$ cat src/ldr_pkg.sv
package ldr_pkg;

  localparam int ADC_BITS_DEFAULT = 12;
  localparam int SAMPLE_W         = 12;
  localparam int FS_W             = 16;
  localparam int VOLTS_W          = 18;
  localparam int BRIGHT_W         = 17;
  localparam int RES_W            = 36;
  localparam int LUX_W            = 32;
  localparam int RFIX_W           = 17;
  localparam int SCALE_W          = 32;
  localparam int GAMMA_W          = 16;
  localparam int CFG_DATA_W       = 32;
  localparam int CFG_IDX_W        = 2;
  localparam int FRAC_BITS        = 24;
  localparam int INT_W            = 6;
  localparam int LOG_W            = INT_W + FRAC_BITS;
  localparam int DIV_NUM_W        = 38;
  localparam int MAG_W            = 30;
  localparam int GDIV_NUM_W       = MAG_W + 12;
  localparam int P_W              = 31;

  localparam logic [RFIX_W-1:0] RFIX_RESET = RFIX_W'(10000);

  typedef enum logic [CFG_IDX_W-1:0] {
    REG_RFIX  = 2'd0,
    REG_EN    = 2'd1,
    REG_SCALE = 2'd2,
    REG_GAMMA = 2'd3
  } cfg_reg_t;

  typedef struct packed {
    logic [VOLTS_W-1:0]  volts;
    logic [BRIGHT_W-1:0] bright;
    logic [RES_W-1:0]    res;
    logic                lux_ok;
  } item_t;

  typedef struct packed {
    logic  neg;
    item_t item;
  } gdiv_side_t;

  function automatic logic [63:0] isqrt64(input logic [63:0] v);
    logic [63:0] x;
    logic [63:0] res;
    logic [63:0] b;
    x   = v;
    res = '0;
    b   = 64'd1 << 62;
    for (int j = 0; j < 32; j++) begin
      if (b > x) b = b >> 2;
    end
    for (int j = 0; j < 32; j++) begin
      if (b != 64'd0) begin
        if (x >= res + b) begin
          x   = x - (res + b);
          res = (res >> 1) + b;
        end else begin
          res = res >> 1;
        end
        b = b >> 2;
      end
    end
    return res;
  endfunction

  function automatic logic [31:0] exp_root(input int i);
    logic [63:0] root;
    root = 64'd2 << 30;
    for (int j = 1; j <= FRAC_BITS; j++) begin
      if (j <= i) root = isqrt64(root << 30);
    end
    return root[31:0];
  endfunction

endpackage

$ cat src/ldr_div.sv
module ldr_div
  import ldr_pkg::*;
#(
  parameter int NW = 38,
  parameter int DW = 16,
  parameter int SW = 1
) (
  input  logic          clk,
  input  logic          rst,
  input  logic          in_valid,
  input  logic [NW-1:0] num,
  input  logic [DW-1:0] den,
  input  logic [SW-1:0] side_in,
  output logic          out_valid,
  output logic [NW-1:0] quo,
  output logic [SW-1:0] side_out
);

  logic          vl  [NW+1];
  logic [DW-1:0] rem [NW+1];
  logic [NW-1:0] nm  [NW+1];
  logic [NW-1:0] qt  [NW+1];
  logic [DW-1:0] dn  [NW+1];
  logic [SW-1:0] sd  [NW+1];

  assign vl[0]  = in_valid;
  assign rem[0] = '0;
  assign nm[0]  = num;
  assign qt[0]  = '0;
  assign dn[0]  = den;
  assign sd[0]  = side_in;

  for (genvar i = 0; i < NW; i++) begin : g_stage
    logic [DW:0] trial;
    logic        ge;
    logic [DW:0] diff;

    always_comb begin
      trial = {rem[i], nm[i][NW-1]};
      ge    = trial >= {1'b0, dn[i]};
      diff  = trial - {1'b0, dn[i]};
    end

    always_ff @(posedge clk) begin
      if (rst) begin
        vl[i+1] <= 1'b0;
      end else begin
        vl[i+1] <= vl[i];
      end
    end

    always_ff @(posedge clk) begin
      rem[i+1] <= ge ? diff[DW-1:0] : trial[DW-1:0];
      nm[i+1]  <= {nm[i][NW-2:0], 1'b0};
      qt[i+1]  <= {qt[i][NW-2:0], ge};
      dn[i+1]  <= dn[i];
      sd[i+1]  <= sd[i];
    end
  end

  assign out_valid = vl[NW];
  assign quo       = qt[NW];
  assign side_out  = sd[NW];

endmodule

$ cat config.mk
export PLATFORM = sky130hd
export DESIGN_NAME = ldr_div
export DESIGN_NICKNAME = d
export VERILOG_FILES = /design/src/ldr_pkg.sv /design/src/ldr_div.sv
export SDC_FILE = /design/constraint.sdc
export NUM_CORES = 2
export LEC_CHECK = 0
export BUFFER_PORTS_ARGS = -buffer_cell sky130_fd_sc_hd__buf_2
export CAP_MARGIN = 20
export CORE_ASPECT_RATIO = 0.6
export CORE_MARGIN = 3
export CORE_UTILIZATION = 50
export DETAILED_ROUTE_END_ITERATION = 16
export PLACE_DENSITY_LB_ADDON = 0.08
export SYNTH_ARGS = -nofsm -noshare
export SYNTH_HDL_FRONTEND = slang
export SYNTH_SLANG_ARGS = --single-unit
$ cat constraint.sdc
create_clock -name clk -period 3.8 [get_ports clk]
set_clock_uncertainty 0.05 [all_clocks]
set_input_delay 0.19 -clock clk [delete_from_list [all_inputs] [get_ports clk]]
set_output_delay 0.19 -clock clk [all_outputs]
set_load 0.005 [all_outputs]
==> results.toml <==
[outcome]
outcome = "completed"

[yosys]
synth_edf_count = 0
netlist_area_um2 = 89500
syn_area_per_cell_um2 = 11.7
synth_fp_nets = 8351
yosysWarnings = 0
ys_seq_elements = 2704
synthCells = 7663
yosysSeqAreaShare_pct = 60.5
ys_types = 101
async_flop_share_pct = 0
ys.flop_type = "dfxtp_1"

[finish]
syn2layout_area_growth_pct = 13.6
drive_gt1_share_pct = 11.3
nNetsFinal = 8715

[drt]
num_vias = 51400
ant_nets = 0
drcViolationCount = 0
wl_per_cell_um = 14.8
via_per_inst = 4.86
drt_iter0_drc = 3316
routed_wl_mm = 156
dr.pass1.iters = 6

[clock_network]
insertion_delay_ns = 0.88
clockBufferDepth = 4
cts_tree = "yes"
clk_pin_slew_ns = 0.07
cts-buffers-inserted = 235
root_buffer = "clkbuf_16"
clock_sinks = 2704
htree_levels = 4

[global_routing]
grt_first_pass_wirelength_mm = 258
track_usage_pct = 16.8
antenna_found_initial = 6
grt_overflow_total = 0
grt_max_degree = 39
grt_pass1_vias = 50100

[setup_path]
slowest_stage = "o21a_1"
path_buf_inv = 2
start_kind = "register"
cp_cell_sequence = "inv_1 -> ha_1 -> nor2b_1 -> o21ai_0 -> a21boi_1 -> o311ai_0 -> buf_4 -> a31oi_1 -> a21o_1 -> o21a_1 -> mux2_2"
arrival_ns = 4.01
path_delay_family = "compound AO/OA/AOI/OAI gates"
critPathKind = "reg -> reg"
crit_path_max_fanout = 25
required_ns = 4.44
max_stage_delay_ns = 0.72
endpoint_kind = "register"

[place]
dp_hpwl_mm = 114
place_ws_ns = 0.449
port_buffers = 97
gp_congestion = 0.874

[pwr]
fin_total_pwr_uw = 86700
powerDensity_nw_per_um2 = 853
vdd_drop_max_mv = 0.429
p_leak_uw = 0.0460

[sta]
finalSetupViolCount = 0
period_needed_ns = 3.37
grt_setup_unrepaired = "false"
tightest_slew_ns = 0.948
slew_headroom_pct = 35.9
hold_viol_final = 0
fmax_mhz = 297
setup_ws_ns = 0.430
slew_violations = 0
finalCritPeriodShare_pct = 88.7
tns_ns = 0

[floorplan]
die_h_um = 334
io-pin-count = 98
core_area_um2 = 177000
die_area_um2 = 184000
die_w_um = 552
placement_rows = 119
start_util_pct = 50.7

[min_path]
min_path_type = "in -> reg"

[run]
maxCapViolations = 0
-- worst paths after layout --
check | start | cells past startpoint | end | slack, ns
setup reg to reg | dn[65] | 11 | g_stage[35].trial[9] | 0.43
hold / removal | den[14] | 3 | qt[1406] | 0.11
hold reg to reg | qt[1368] | 0 | qt[1331] | 0.21
setup / recovery | dn[65] | 11 | g_stage[35].trial[9] | 0.43
-- routing by layer --
metal | track usage, % | wire (µm) | up-vias
met4 | 3.69 | 2510 | 2
met5 | 0 | 10 | -
li1 | - | - | 26600
met3 | 3.13 | 7860 | 223
met2 | 23.5 | 60400 | 895
met1 | 26.6 | 85400 | 23700
-- report_power, final --
part	total, µW	internal, µW	switching, µW
Combinational	26200	12600	13600
Sequential	36200	33900	2360
Clock	24200	14000	10200
Total	86700	60500	26100
-- state kept, by name, summed over array words and instances, names as in the netlist --
name	count
quo	38
out_valid	1
side_out	1
sd	37
vl	37
nm	666
dn	592
g_stage.trial	629
qt	703
-- tightest hold or removal path, cell delays in order --
cell and delay (ns):
dlygate4sd3_1 0.52, buf_2 0.13, nor4_2 0.07
-- logic make-up after synthesis --
group | after synthesis | synth area share [%]
and+or+nand+nor | 1283 | 7.04
muxes | 405 | 5.13
adders and majority gates | 630 | 9.11
AOI/OAI and AO/OA | 1326 | 9.93
buffers and inverters | 887 | 4.11
xor gates and xnor gates | 428 | 4.19
DFF | 2704 | 60.5
-- through the flow --
stage	util, %	instance area, µm²	instances	hold slack, ns
final	57.5	102000	10600	0.105
after floorplan	-	89500	7663	0.168
after global routing	57.5	102000	10600	0.0866
after detailed placement	52.3	92400	10000	0.244
after CTS	57.5	102000	10600	0.00119
after global placement	52.3	92400	10000	0.242
-- synthesized netlist by cell type (10+ instances only) --
master    number  area share (%)
nand3b_1      11           0.092
nand2_1      201            0.84
o21ai_0      213             1.2
xor2_1       146             1.4
a211oi_1      34            0.29
or3_1         35            0.24
buf_2         22            0.12
ha_1         594             8.3
a211o_1       19            0.19
o31a_1        27            0.26
a21boi_1      12            0.10
o21ai_2       13            0.13
nand3_1       83            0.46
dfxtp_1     2704              60
mux2_1        52            0.65
clkbuf_1      25            0.10
o21a_1        77            0.65
inv_1        771             3.2
nand2b_1      71            0.50
buf_6         10            0.13
mux2_4        28            0.47
and3_1        28            0.20
nor3_1        98            0.55
mux2_2       265             3.3
and4_1        12            0.12
nor2b_1      144             1.0
a21boi_0      32            0.27
fa_1          36            0.81
or2_2         14           0.098
o21bai_1      28            0.23
a21oi_1      422             2.4
a31oi_1       48            0.34
o211ai_1      22            0.18
o31ai_1       16            0.13
a21oi_2       15            0.15
a21o_1       182             1.5
and2_1        11           0.077
nor4_1        24            0.17
a31o_2        14            0.14
xnor2_1      282             2.8
nor2_1       444             1.9
mux2i_1       60            0.67
nand4_1       77            0.54
o21ai_1       30            0.17
buf_4         50            0.42
-- cell type report --
type / instances / area, µm²
fill: 14800 / 75000
multi-input combinational: 4072 / 31700
sequential: 2704 / 54100
tap: 2359 / 2950
inverter: 773 / 2900
clock inverter: 107 / 1300
timing repair buffer: 241 / 1890
antenna: 5 / 12.5
clock buffer: 318 / 6730
-- placed cells by master (no fill, tap or decap), types with 54 or more instances in the layout --
cell type	Yosys	final
nand2b_1	71	71
o21a_1	77	77
nand4_1	77	77
clkbuf_8	0	54
a21o_1	182	182
nor3_1	98	98
nand3_1	83	83
nand2_1	201	201
dfxtp_1	2704	2704
xor2_1	146	146
mux2_2	265	265
nor2_1	444	444
inv_1	771	771
clkbuf_16	0	235
mux2i_1	60	60
o21ai_0	213	213
dlygate4sd3_1	0	111
a21oi_1	422	421
buf_2	22	97
nor2b_1	144	144
xnor2_1	282	282
ha_1	594	594
-- what timing repair did --
item / 4_1_cts / 5_1_grt
gates resized for setup: 0 / 0
hold buffers: 111 / 0
hold endpoints to repair: 109 / 0
setup buffers: 0 / 0
Note: power is estimated with default switching activity, not from simulation.
